==> config.mk <==
export PLATFORM = sky130hd
export DESIGN_NAME = averaged_hysteresis_pump_thermostat
export DESIGN_NICKNAME = d
export VERILOG_FILES = /design/src/ahpt_pkg.sv /design/src/ahpt_ram.sv /design/src/averaged_hysteresis_pump_thermostat.sv
export SDC_FILE = /design/constraint.sdc
export NUM_CORES = 1
export LEC_CHECK = 0
export CORE_MARGIN = 5
export CORE_UTILIZATION = 60
export CTS_BUF_LIST = sky130_fd_sc_hd__clkbuf_4 sky130_fd_sc_hd__clkbuf_8
export CTS_CLUSTER_DIAMETER = 150
export DETAILED_ROUTE_END_ITERATION = 7
export DONT_BUFFER_PORTS = 1
export GPL_TIMING_DRIVEN = 1
export PLACE_DENSITY = 0.82
export REMOVE_ABC_BUFFERS = 1
export SETUP_SLACK_MARGIN = 0.4
export SLEW_MARGIN = 20
export SYNTH_ARGS = -nofsm -noshare
export SYNTH_HDL_FRONTEND = slang
export SYNTH_SLANG_ARGS = --single-unit
==> constraint.sdc <==
create_clock -name clock -period 8.3 [get_ports clock]
set_clock_uncertainty 0.05 [all_clocks]
set_input_delay 0.83 -clock clock [delete_from_list [all_inputs] [get_ports clock]]
set_output_delay 0.83 -clock clock [all_outputs]
set_load 0.05 [all_outputs]
==> src/ahpt_pkg.sv <==
`timescale 1ns / 1ps
`default_nettype none

package ahpt_pkg;

   localparam int AVG_TAPS         = 8;
   localparam int SAMPLE_BITS      = 10;
   localparam int LED_PERIOD       = 10;
   localparam int BAND_COUNT       = 10;
   localparam int TICKS_PER_MINUTE = 60;

   localparam int PTR_BITS   = $clog2(AVG_TAPS);
   localparam int SUM_BITS   = SAMPLE_BITS + PTR_BITS;
   localparam int HOLD_BITS  = 14;
   localparam int PHASE_BITS = $clog2(LED_PERIOD + 1);
   localparam int LEDCNT_BITS = $clog2(BAND_COUNT + 1);
   localparam int CSR_ADDR_BITS = 3;
   localparam int CSR_DATA_BITS = 10;

   localparam logic [9:0] BASE_RESET    = 10'd556;
   localparam logic [3:0] OFFSET_RESET  = 4'd0;
   localparam logic [5:0] HYST_RESET    = 6'd3;
   localparam logic [5:0] HYST_MAX      = 6'd55;
   localparam logic [7:0] STARTUP_RESET = 8'd80;
   localparam logic [7:0] HOLD_RESET    = 8'd3;

   typedef enum logic [CSR_ADDR_BITS-1:0] {
      REG_BASE_LEVEL      = 3'd0,
      REG_ON_OFFSET       = 3'd1,
      REG_HYSTERESIS      = 3'd2,
      REG_STARTUP_MINUTES = 3'd3,
      REG_HOLD_MINUTES    = 3'd4
   } csr_index_type;

   typedef logic [SAMPLE_BITS-1:0] band_table_type [BAND_COUNT];

   localparam band_table_type BAND_FLOOR = '{
      10'd577, 10'd587, 10'd598, 10'd608, 10'd618,
      10'd628, 10'd638, 10'd647, 10'd657, 10'd666
   };

   function automatic logic [HOLD_BITS-1:0] minutes_to_ticks(input logic [7:0] minutes);
      logic [HOLD_BITS+1:0] prod;
      prod = {{(HOLD_BITS-6){1'b0}}, minutes} * (HOLD_BITS+2)'(TICKS_PER_MINUTE);
      return prod[HOLD_BITS-1:0];
   endfunction

   function automatic logic [LEDCNT_BITS-1:0] band_count(input logic [SAMPLE_BITS-1:0] avg);
      logic [LEDCNT_BITS-1:0] n;
      n = '0;
      for (int k = 0; k < BAND_COUNT; k++) begin
         if (avg >= BAND_FLOOR[k]) begin
            n = n + 1'b1;
         end
      end
      return n;
   endfunction

endpackage

`default_nettype wire

==> src/ahpt_ram.sv <==
`timescale 1ns / 1ps
`default_nettype none

module ahpt_ram #(
   parameter int WIDTH = 8,
   parameter int DEPTH = 8
) (
   input  wire logic                     clock,
   input  wire logic                     wr_en,
   input  wire logic [$clog2(DEPTH)-1:0] wr_addr,
   input  wire logic [WIDTH-1:0]         wr_data,
   input  wire logic                     rd_en,
   input  wire logic [$clog2(DEPTH)-1:0] rd_addr,
   output logic      [WIDTH-1:0]         rd_data
);

   logic [WIDTH-1:0] mem_ff [DEPTH];

   always_ff @(posedge clock) begin
      if (wr_en) begin
         mem_ff[wr_addr] <= wr_data;
      end
      if (rd_en) begin
         rd_data <= mem_ff[rd_addr];
      end
   end

endmodule

`default_nettype wire

==> src/averaged_hysteresis_pump_thermostat.sv <==
`timescale 1ns / 1ps
`default_nettype none

// channel  direction  ports                           word
// req      in         req_tvalid/tready/tdata         sample
// rsp      out        rsp_tvalid/tready/tdata         pump_on, led_on, average, holding
// csr      in         csr_wen/csr_addr/csr_wdata      register write, no read-back
//
// one word accepted per cycle unless a stalled result backs up to the input
// the ring read, the running sum and the control update are each one stage
// reset is synchronous; the ring reads as zero through per-entry valid bits
// a stalled result holds all stages that are full; empty stages still fill

module averaged_hysteresis_pump_thermostat
   import ahpt_pkg::*;
(
   input  wire logic                     clock,
   input  wire logic                     reset,
   input  wire logic                     req_tvalid,
   output logic                          req_tready,
   input  wire logic [15:0]              req_tdata,   // [9:0] sample
   output logic                          rsp_tvalid,
   input  wire logic                     rsp_tready,
   output logic      [15:0]              rsp_tdata,   // [0] pump_on, [1] led_on,
                                                      // [11:2] average, [12] holding
   input  wire logic                     csr_wen,
   input  wire logic [CSR_ADDR_BITS-1:0] csr_addr,
   input  wire logic [CSR_DATA_BITS-1:0] csr_wdata
);

   // configuration
   logic [9:0] base_ff;
   logic [3:0] offset_ff;
   logic [5:0] hyst_ff;
   logic [7:0] holdmin_ff;

   // pipeline
   logic                   ticked_ff;
   logic [PTR_BITS-1:0]    ptr_ff;
   logic [AVG_TAPS-1:0]    ring_valid_ff;
   logic                   s1_valid_ff;
   logic [SAMPLE_BITS-1:0] s1_sample_ff;
   logic [PTR_BITS-1:0]    s1_addr_ff;
   logic [SUM_BITS-1:0]    sum_ff;
   logic [SUM_BITS-1:0]    sum_in;
   logic                   s2_valid_ff;
   logic [SAMPLE_BITS-1:0] s2_avg_ff;

   // control state
   logic [HOLD_BITS-1:0]   hold_ff,      hold_in;
   logic                   pump_ff,      pump_in;
   logic                   led_ff,       led_in;
   logic [PHASE_BITS-1:0]  phase_ff,     phase_in;
   logic [LEDCNT_BITS-1:0] ledcnt_ff,    ledcnt_in;
   logic                   startup_flag_ff, startup_flag_in;

   logic                   out_valid_ff;
   logic [SAMPLE_BITS-1:0] out_avg_ff;

   logic                   accept;
   logic                   out_free, s2_adv, s2_free, s1_adv, s1_free;
   logic [SAMPLE_BITS-1:0] ram_rdata, old_sample;
   logic [10:0]            on_level;
   logic signed [11:0]     off_level;
   logic                   off_hit, on_hit;
   logic [LEDCNT_BITS-1:0] band_n;
   logic [PHASE_BITS-1:0]  phase_step;
   logic [LEDCNT_BITS-1:0] ledcnt_load;
   logic [HOLD_BITS-1:0]   hold_dec;

   assign out_free   = !out_valid_ff || rsp_tready;
   assign s2_adv     = s2_valid_ff && out_free;
   assign s2_free    = !s2_valid_ff || out_free;
   assign s1_adv     = s1_valid_ff && s2_free;
   assign s1_free    = !s1_valid_ff || s2_free;
   assign req_tready = s1_free;
   assign accept     = req_tvalid && req_tready;

   ahpt_ram #(
      .WIDTH (SAMPLE_BITS),
      .DEPTH (AVG_TAPS)
   ) u_ring (
      .clock   (clock),
      .wr_en   (s1_adv),
      .wr_addr (s1_addr_ff),
      .wr_data (s1_sample_ff),
      .rd_en   (accept),
      .rd_addr (ptr_ff),
      .rd_data (ram_rdata)
   );

   // configuration writes
   always_ff @(posedge clock) begin
      if (reset) begin
         base_ff    <= BASE_RESET;
         offset_ff  <= OFFSET_RESET;
         hyst_ff    <= HYST_RESET;
         holdmin_ff <= HOLD_RESET;
      end else if (csr_wen) begin
         case (csr_index_type'(csr_addr))
            REG_BASE_LEVEL:      base_ff    <= csr_wdata[9:0];
            REG_ON_OFFSET:       offset_ff  <= csr_wdata[3:0];
            REG_HYSTERESIS:      hyst_ff    <= (csr_wdata[5:0] > HYST_MAX) ? HYST_MAX
                                                                            : csr_wdata[5:0];
            REG_HOLD_MINUTES:    holdmin_ff <= csr_wdata[7:0];
            default: ;
         endcase
      end
   end

   // stage 1: ring entry read, running sum, write-back
   assign old_sample = ring_valid_ff[s1_addr_ff] ? ram_rdata : '0;
   assign sum_in     = sum_ff - SUM_BITS'(old_sample) + SUM_BITS'(s1_sample_ff);

   always_ff @(posedge clock) begin
      if (reset) begin
         ticked_ff     <= 1'b0;
         ptr_ff        <= '0;
         ring_valid_ff <= '0;
         s1_valid_ff   <= 1'b0;
         sum_ff        <= '0;
         s2_valid_ff   <= 1'b0;
      end else begin
         if (accept) begin
            ticked_ff <= 1'b1;
            ptr_ff    <= (ptr_ff == PTR_BITS'(AVG_TAPS - 1)) ? '0 : ptr_ff + 1'b1;
         end
         if (s1_free) begin
            s1_valid_ff <= accept;
         end
         if (s1_adv) begin
            ring_valid_ff[s1_addr_ff] <= 1'b1;
            sum_ff                    <= sum_in;
         end
         if (s2_free) begin
            s2_valid_ff <= s1_adv;
         end
      end
   end

   always_ff @(posedge clock) begin
      if (accept) begin
         s1_sample_ff <= req_tdata[SAMPLE_BITS-1:0];
         s1_addr_ff   <= ptr_ff;
      end
      if (s1_adv) begin
         s2_avg_ff <= sum_in[SUM_BITS-1:PTR_BITS];
      end
   end

   // stage 2: hold, pump and led control
   assign on_level  = 11'(base_ff) + 11'(offset_ff) * 11'd10;
   assign off_level = 12'(signed'({2'b00, base_ff}))
                    + (12'(signed'({1'b0, offset_ff})) - 12'(signed'({1'b0, hyst_ff})))
                      * 12'sd10;
   assign off_hit   = signed'({2'b00, s2_avg_ff}) <= off_level;
   assign on_hit    = 11'(s2_avg_ff) >= on_level;
   assign band_n    = band_count(s2_avg_ff);
   assign hold_dec  = hold_ff - 1'b1;

   always_comb begin
      hold_in         = hold_ff;
      pump_in         = pump_ff;
      led_in          = led_ff;
      phase_in        = phase_ff;
      ledcnt_in       = ledcnt_ff;
      startup_flag_in = startup_flag_ff;
      phase_step      = phase_ff + 1'b1;
      ledcnt_load     = ledcnt_ff;
      if (s2_adv) begin
         if (hold_ff != '0) begin
            hold_in = hold_dec;
            if (hold_dec == '0) begin
               if (!startup_flag_ff && off_hit) begin
                  pump_in = 1'b0;
               end
               startup_flag_in = 1'b0;
            end
         end else begin
            startup_flag_in = 1'b0;
            if (phase_step > PHASE_BITS'(LED_PERIOD - 1)) begin
               phase_in = '0;
               if (band_n != '0) begin
                  ledcnt_load = band_n;
               end
            end else begin
               phase_in = phase_step;
            end
            if (ledcnt_load != '0) begin
               led_in    = 1'b1;
               ledcnt_in = ledcnt_load - 1'b1;
            end else begin
               led_in    = 1'b0;
               ledcnt_in = ledcnt_load;
            end
            if (on_hit) begin
               pump_in = 1'b1;
               hold_in = minutes_to_ticks(holdmin_ff);
            end
            if (hold_in == '0 && off_hit) begin
               pump_in = 1'b0;
            end
         end
      end else if (csr_wen && csr_index_type'(csr_addr) == REG_STARTUP_MINUTES
                   && !ticked_ff) begin
         hold_in = minutes_to_ticks(csr_wdata[7:0]);
      end
   end

   always_ff @(posedge clock) begin
      if (reset) begin
         hold_ff         <= minutes_to_ticks(STARTUP_RESET);
         pump_ff         <= 1'b1;
         led_ff          <= 1'b0;
         phase_ff        <= '0;
         ledcnt_ff       <= '0;
         startup_flag_ff <= 1'b1;
         out_valid_ff    <= 1'b0;
      end else begin
         hold_ff         <= hold_in;
         pump_ff         <= pump_in;
         led_ff          <= led_in;
         phase_ff        <= phase_in;
         ledcnt_ff       <= ledcnt_in;
         startup_flag_ff <= startup_flag_in;
         if (out_free) begin
            out_valid_ff <= s2_adv;
         end
      end
   end

   always_ff @(posedge clock) begin
      if (s2_adv) begin
         out_avg_ff <= s2_avg_ff;
      end
   end

   assign rsp_tvalid = out_valid_ff;
   assign rsp_tdata  = {3'b000, (hold_ff != '0), out_avg_ff, led_ff, pump_ff};

   // checks
   a_pump_on_while_holding: assert property (@(posedge clock) disable iff (reset)
      rsp_tvalid && rsp_tdata[12] |-> rsp_tdata[0])
      else $error("pump off during a hold");

   a_hold_range: assert property (@(posedge clock) disable iff (reset)
      hold_ff <= minutes_to_ticks(8'd255))
      else $error("hold counter out of range");

   a_led_range: assert property (@(posedge clock) disable iff (reset)
      phase_ff < PHASE_BITS'(LED_PERIOD) && ledcnt_ff < LEDCNT_BITS'(BAND_COUNT))
      else $error("led counters out of range");

   a_s1_stall_holds: assert property (@(posedge clock) disable iff (reset)
      s1_valid_ff && !s1_adv |=> s1_valid_ff && $stable(s1_addr_ff)
                                 && $stable(s1_sample_ff))
      else $error("ring stage lost its word during a stall");

endmodule

`default_nettype wire
-- After elaboration in Yosys (flattened, before gate mapping)
Memory sizes are Yosys's and may differ from the RTL's. A register that Yosys moved wholly into a read port is not among the register bits.
Cells that the tools add are included.
- muxes and demuxes: 39
- magnitude comparators: 16
- multiply operators: 4
- shifts and indexed selects: 0
- divide/modulo/power cells: 0
- eq/ne operators: 7
- reduce and logical (&&, ||, !) cells: 31
- add/sub/neg operators: 18
- bitwise gates (word level): 2
- operators by type and width (kind ; count):
    $ge A10 B10 Y1 const B ; 10
    $mux W14 ; 6
    $mux W4 ; 15
    $add A4 B1 Y4 const B ; 10
    $logic_not A14 Y1 ; 2
    $mul A8 B4 Y12 const B ; 2
    $reduce_bool A14 Y1 ; 1
    $sub A14 B1 Y14 const B ; 1
    $add A13 B10 Y13 ; 1
    $mux W1 ; 13
    $sub A13 B10 Y13 ; 1
    $add A11 B12 Y12 ; 1
    $le A11 B12 Y1 ; 1
    $reduce_and A2 Y1 ; 6
    $add A10 B8 Y11 ; 1
    $ge A10 B11 Y1 ; 1
    $mul A7 B4 Y11 const B ; 1
    $mux W10 ; 1
    $logic_and A1 B1 Y1 ; 8
    $or A8 B8 Y8 ; 1
    $reduce_bool A4 Y1 ; 2
    $mul A4 B3 Y7 const B ; 1
    $sub A4 B6 Y7 ; 1
    $eq A3 B2 Y1 const B ; 2
    other kinds (20) ; 28
- flip-flop bits (word level): 114
- RAM bits: 80
- ROM bits: 0
- latch bits: 0
- output and inout port bits: 18
- bits of input ports: 34
- logic and storage cells: 139
- memories: 1
- memories (memory ; depth ; width ; rd ports ; clocked after memory_dff ; write ports ; RTL line ; source):
    u_ring.mem_ff ; 8 ; 10 ; 1 ; 1 ; 1 ; ahpt_ram.sv:17 ; logic [WIDTH-1:0] mem_ff [DEPTH];

-- Logic depth before layout (Yosys ltp)
- depth after elaboration: 27
- gate-level depth with buffers: 43
- gate-level depth less buffers: 42

-- By module
A second synthesis with hierarchy kept.
- cells, all modules: 1215
- area total of the unflattened synthesis: 13048.8 um2
- modules (own cells, without submodules) (module ; cells an instance ; times used ; area an instance (um2) ; seq. area each (um2)):
    averaged_hysteresis_pump_thermostat ; 1077 ; 1 ; 9615.5 ; 2612.5
    ahpt_ram ; 138 ; 1 ; 3433.3 ; 2702.6

-- Worst setup path after synthesis
Ideal clock, no wire load.
- path kind: reg-to-reg
- from: register s2_avg_ff[2]
- to: register ledcnt_ff[2]
- setup slack: 0.479 ns
- period minus slack after synthesis: 7.821 ns
- stages on the path, launching flop included: 39
- path buffers: 1
- data arrival time: 7.679 ns
- cell sequence: edfxtp_1 > buf_2 > or4_1 > o31ai_1 > nand2_1 > nand2_1 > ha_1 > xnor2_1 > ha_1 > nor2_1 > nor2_1 > ha_1 > a211oi_1 > or2_2 > inv_1 > ha_1 > nand2_1 > o21ai_0 > [3 not listed] > ha_1 > nor2_1 > nor2_1 > ha_1 > inv_1 > o211ai_1 > o31a_1 > o21ai_1 > or4b_4 > and3_4 > o211a_1 > nor4_2 > a22oi_2 > ha_1 > o21ai_0 > nor4_4 > or3_1 > o32ai_1
- longest elaborated chain between the ends: 27
- ends and longest elaborated chain (element ; RTL line ; source):
    from (decl) ; averaged_hysteresis_pump_thermostat.sv:47 ; logic [SAMPLE_BITS-1:0] s2_avg_ff;
    from (signal assigned) ; averaged_hysteresis_pump_thermostat.sv:147 ; s2_avg_ff <= sum_in[SUM_BITS-1:PTR_BITS];
    $ge A10 B10 Y1 ; ahpt_pkg.sv:52 ; if (avg >= BAND_FLOOR[k]) begin
    $mux W1 ; ahpt_pkg.sv:52 ;
    $add A4 B1 Y4 ; ahpt_pkg.sv:53 ; n = n + 1'b1;
    $mux W4 ; ahpt_pkg.sv:52 ;
    $add A4 B1 Y4 ; ahpt_pkg.sv:53 ;
    $mux W4 ; ahpt_pkg.sv:52 ;
    $add A4 B1 Y4 ; ahpt_pkg.sv:53 ;
    $mux W4 ; ahpt_pkg.sv:52 ;
    [11 not listed] ; -- ;
    $mux W4 (*) ; ahpt_pkg.sv:52 ;
    $reduce_bool A4 Y1 ; averaged_hysteresis_pump_thermostat.sv:183 ; if (band_n != '0) begin
    $mux W4 (*) ; averaged_hysteresis_pump_thermostat.sv:183 ;
    $mux W4 (*) ; averaged_hysteresis_pump_thermostat.sv:181 ; if (phase_step > PHASE_BITS'(LED_PERIOD - 1)) begin
    $mux W4 (*) ; averaged_hysteresis_pump_thermostat.sv:171 ; if (hold_ff != '0) begin
    $mux W4 (*) ; averaged_hysteresis_pump_thermostat.sv:170 ; if (s2_adv) begin
    $sub A4 B1 Y4 / $reduce_bool A4 Y1 (equally long branches) ; averaged_hysteresis_pump_thermostat.sv:191, averaged_hysteresis_pump_thermostat.sv:189 ;
    $mux W4 (*) ; averaged_hysteresis_pump_thermostat.sv:189 ; if (ledcnt_load != '0) begin
    to (signal assigned) ; averaged_hysteresis_pump_thermostat.sv:224 ; ledcnt_ff <= ledcnt_in;
    to (decl) ; averaged_hysteresis_pump_thermostat.sv:54 ; logic [LEDCNT_BITS-1:0] ledcnt_ff, ledcnt_in;
Mark *: on every way between the ends. The rest lies on a longest branch, timed or not. The select of a mux whose other input is x is not followed.
A chain may end at the register's enable or synchronous reset.

-- Worst setup path in the final report
- from: register s2_avg_ff[0]
- to: register ledcnt_ff[1]
Same word-level chain as after synthesis.

==> flow_metrics.tcl <==
set metrics [dict create \
    drc_errors 0 \
    tns_ns 0 \
    die_area_um2 24900 \
    rsz0062_at_grt "false" \
    seqPwrFrac 0.319 \
    dpl.cell_count 1494 \
    critPathCaptureType "register" \
    clockBufferDepth 3 \
    crit-reg2reg-launch "s2_avg_ff[0]$_DFFE_PP_" \
    arrival_ns 8.12 \
    ant_nets 0 \
    synth_area_um2 13100 \
    hold_depth 1 \
    cts_tree "yes" \
    power_density_nw_per_um2 263 \
    synth_common_cells "edfxtp_1, nor2_1, ha_1, inv_1, a21oi_1" \
    fin_crit_sh 0.933 \
    fin_util 0.666 \
    finalSetupViolations 0 \
    clock-sinks 204 \
    core-area_um2 21700 \
    synth_top_flop_cell "edfxtp_1" \
    fin_ws_ns 0.558 \
    ys_seq_area_frac 0.405 \
    port_buffers 0 \
    ir_drop_v 0.000192 \
    rows 54 \
    ys_seq_elements 204 \
    drive_gt1_frac 0.138 \
    ys_warn_count 0 \
    cpMostUsedCell "ha_1" \
    r2r_cells 40 \
    swShare 0.356 \
    drt_iter0_markers 754 \
    area_growth_pct 10.1 \
    cp_max_fo 5 \
    fmax_mhz 129 \
    yosysUniqueCellTypes 82 \
    maxCapViolCount 0 \
    dr.pass1.iters 7 \
    grt_pass1_wl_um 45800 \
    worst_r2r_endpoint "ledcnt_ff[1]$_SDFFE_PP0P_" \
    slowest_delay_ns 0.56 \
    antenna_cells 0 \
    finalMaxSlewViolations 0 \
    dp_slack_ns 0.0102 \
    hpwlAfterDp_um 19400 \
    synth.most_common_cell "edfxtp_1" \
    cts-root-buf "clkbuf_8" \
    fin_crit_ns 7.74 \
    antenna_found_initial 1 \
    io_pins 52 \
    grt_max_degree 84 \
    clk_latency_ns 0.54 \
    synth-edff-count 123 \
    synth_top_area_frac 0.282 \
    synthArstFlopShare 0 \
    fp.dieH_um 158 \
    cts_max_level 2 \
    final_nets 1458 \
    wl_per_cell_um 17.6 \
    required_ns 8.67 \
    internal-power_mw 2.44 \
    gp_congestion 0.908 \
    grt.overflow.total 0 \
    avgSynthCellArea_um2 10.6 \
    initial_utilization 0.605 \
    min_to "ptr_ff[1]$_SDFFE_PP0P_" \
    combPwrFrac 0.424 \
    max_slew_margin 0.304 \
    cts.clk_slew.worst_paths_ns 0.07 \
    synthTopCellsByArea "edfxtp_1, dfxtp_1, ha_1" \
    p_leak_nw 5.65 \
    p_switching_mw 1.35 \
    hp-class "in -> reg" \
    cts_inserted_buffers 35 \
    slowest_stage "or4_4" \
    first_global_vias 9280 \
    start_kind "register" \
    drt_wl_total_um 27700 \
    rrSetupSlack_ns 0.56 \
    synth.largest_area_cell "edfxtp_1" \
    hold_buffers 0 \
    power_mw 3.80 \
    fin_cells 1574 \
    worst_pin_slew_ns 1.04 \
    via_per_inst 5.92 \
    outcome "finished clean" \
    syn-instance-count 1240 \
    vias 9321 \
    final_hold_viol_count 0 \
    grt.total_usage 0.227 \
    dieWidth_um 158 \
    worstHoldStart "reset" \
    worstSetupPathType "reg -> reg" \
    power_frac_clock 0.257 \
]
-- power by group through the flow --
stage          registers, mW  logic (mW)  clock network [mW]
6_report                1.21        1.61               0.974
3_5_place_dp            1.23        1.38                   0
4_1_cts                 1.21        1.43               0.994
3_3_place_gp            1.22        1.32                   0
5_1_grt                 1.22        1.78                1.05
2_1_floorplan           1.24        1.08                   0
-- layout by cell type (no fill, tap or decap), drive strengths merged, types with 13 or more instances in the layout --
| master | count |
|---|---|
| a211oi | 14 |
| a21o | 18 |
| a21oi | 84 |
| buf | 35 |
| clkbuf | 44 |
| clkinv | 13 |
| dfxtp | 81 |
| edfxtp | 123 |
| fa | 41 |
| ha | 115 |
| inv | 113 |
| mux2i | 25 |
| mux4 | 22 |
| nand2 | 72 |
| nand2b | 14 |
| nor2 | 116 |
| nor2b | 25 |
| nor3 | 38 |
| o21ai | 43 |
| o21bai | 20 |
| xnor2 | 49 |
| xor2 | 20 |
-- routing by layer --
metal / vias to the layer above / wire length, um / GRT usage / part of all wire
met1: 4471 / 11800 / 0.297 / 0.43
met5: - / 0 / 0 / 0
met4: 0 / 688 / 0.0733 / 0.025
li1: 4506 / - / - / -
met2: 284 / 13700 / 0.389 / 0.49
met3: 60 / 1500 / 0.0364 / 0.054
-- cell families (layout without fill, tap and decap cells) --
family | after synthesis | count (layout) | share of synthesized area
and+or+nand+nor | 327 | 327 | 0.123
adders and majority gates | 156 | 156 | 0.172
DFF | 204 | 204 | 0.405
other | 1 | 3 | 0.000286
buffers and inverters | 159 | 211 | 0.0487
xor gates and xnor gates | 70 | 70 | 0.0498
muxes | 57 | 57 | 0.0654
AOI/OAI and AO/OA | 266 | 266 | 0.135
-- worst max-delay path, delay by kind of cell, from the launching register on --
family / cells / cell delay, ns
XOR/XNOR: 1 / 0.14
AO/OA/AOI/OAI: 14 / 2.13
adder cells (fa/ha/maj): 8 / 2.30
flip-flops: 1 / 0.38
AND/OR/NAND/NOR: 13 / 2.23
buffers and inverters: 4 / 0.41
-- registers in the layout, summed over array words and instances, names as in the netlist, 3 cells and up --
| name | count |
|---|---|
| ring_valid_ff | 8 |
| s2_avg_ff | 10 |
| u_ring.rd_data | 10 |
| holdmin_ff | 8 |
| ptr_ff | 3 |
| ledcnt_ff | 4 |
| s1_addr_ff | 3 |
| base_ff | 10 |
| phase_ff | 4 |
| s1_sample_ff | 10 |
| out_avg_ff | 10 |
| sum_ff | 13 |
| hold_ff | 14 |
| hyst_ff | 6 |
| offset_ff | 4 |
| u_ring.mem_ff | 80 |
-- through the flow --
stage                     cell area, um^2  hold slack, ns
final                               14400           0.328
after global routing                14400           0.304
after CTS                           14200           0.297
after detailed placement            13400           0.390
after global placement              13400           0.379
after floorplan                     12900           0.372
-- final cells by class --
cell class | instances | area [um^2]
fillers | 1570 | 7250
repair buffers | 35 | 263
clock inverters | 19 | 189
inverters | 113 | 424
clock buffers | 44 | 556
well taps | 280 | 350
multi-input cells | 879 | 7340
flip-flops and latches | 204 | 5320
-- what timing repair did --
item / in CTS / in global routing
pin swaps: 6 / 23
resized for setup: 11 / 19
buffers inserted: 4 / 13
setup endpoints to repair: 5 / 5
cloned: 0 / 0
-- worst max-delay path by stage --
stage                                 from                         to  slack, ns  cells after the start
global route        s2_avg_ff[0]$_DFFE_PP_  ledcnt_ff[1]$_SDFFE_PP0P_       0.25                     39
floorplan           s2_avg_ff[2]$_DFFE_PP_  ledcnt_ff[2]$_SDFFE_PP0P_       0.50                     37
CTS                 s2_avg_ff[2]$_DFFE_PP_  ledcnt_ff[0]$_SDFFE_PP0P_       0.41                     38
global placement    s2_avg_ff[2]$_DFFE_PP_  ledcnt_ff[2]$_SDFFE_PP0P_       0.26                     37
finish              s2_avg_ff[0]$_DFFE_PP_  ledcnt_ff[1]$_SDFFE_PP0P_       0.56                     40
detailed placement  s2_avg_ff[2]$_DFFE_PP_  ledcnt_ff[2]$_SDFFE_PP0P_       0.01                     37
No activity file was read; power rests on OpenSTA's default activity.
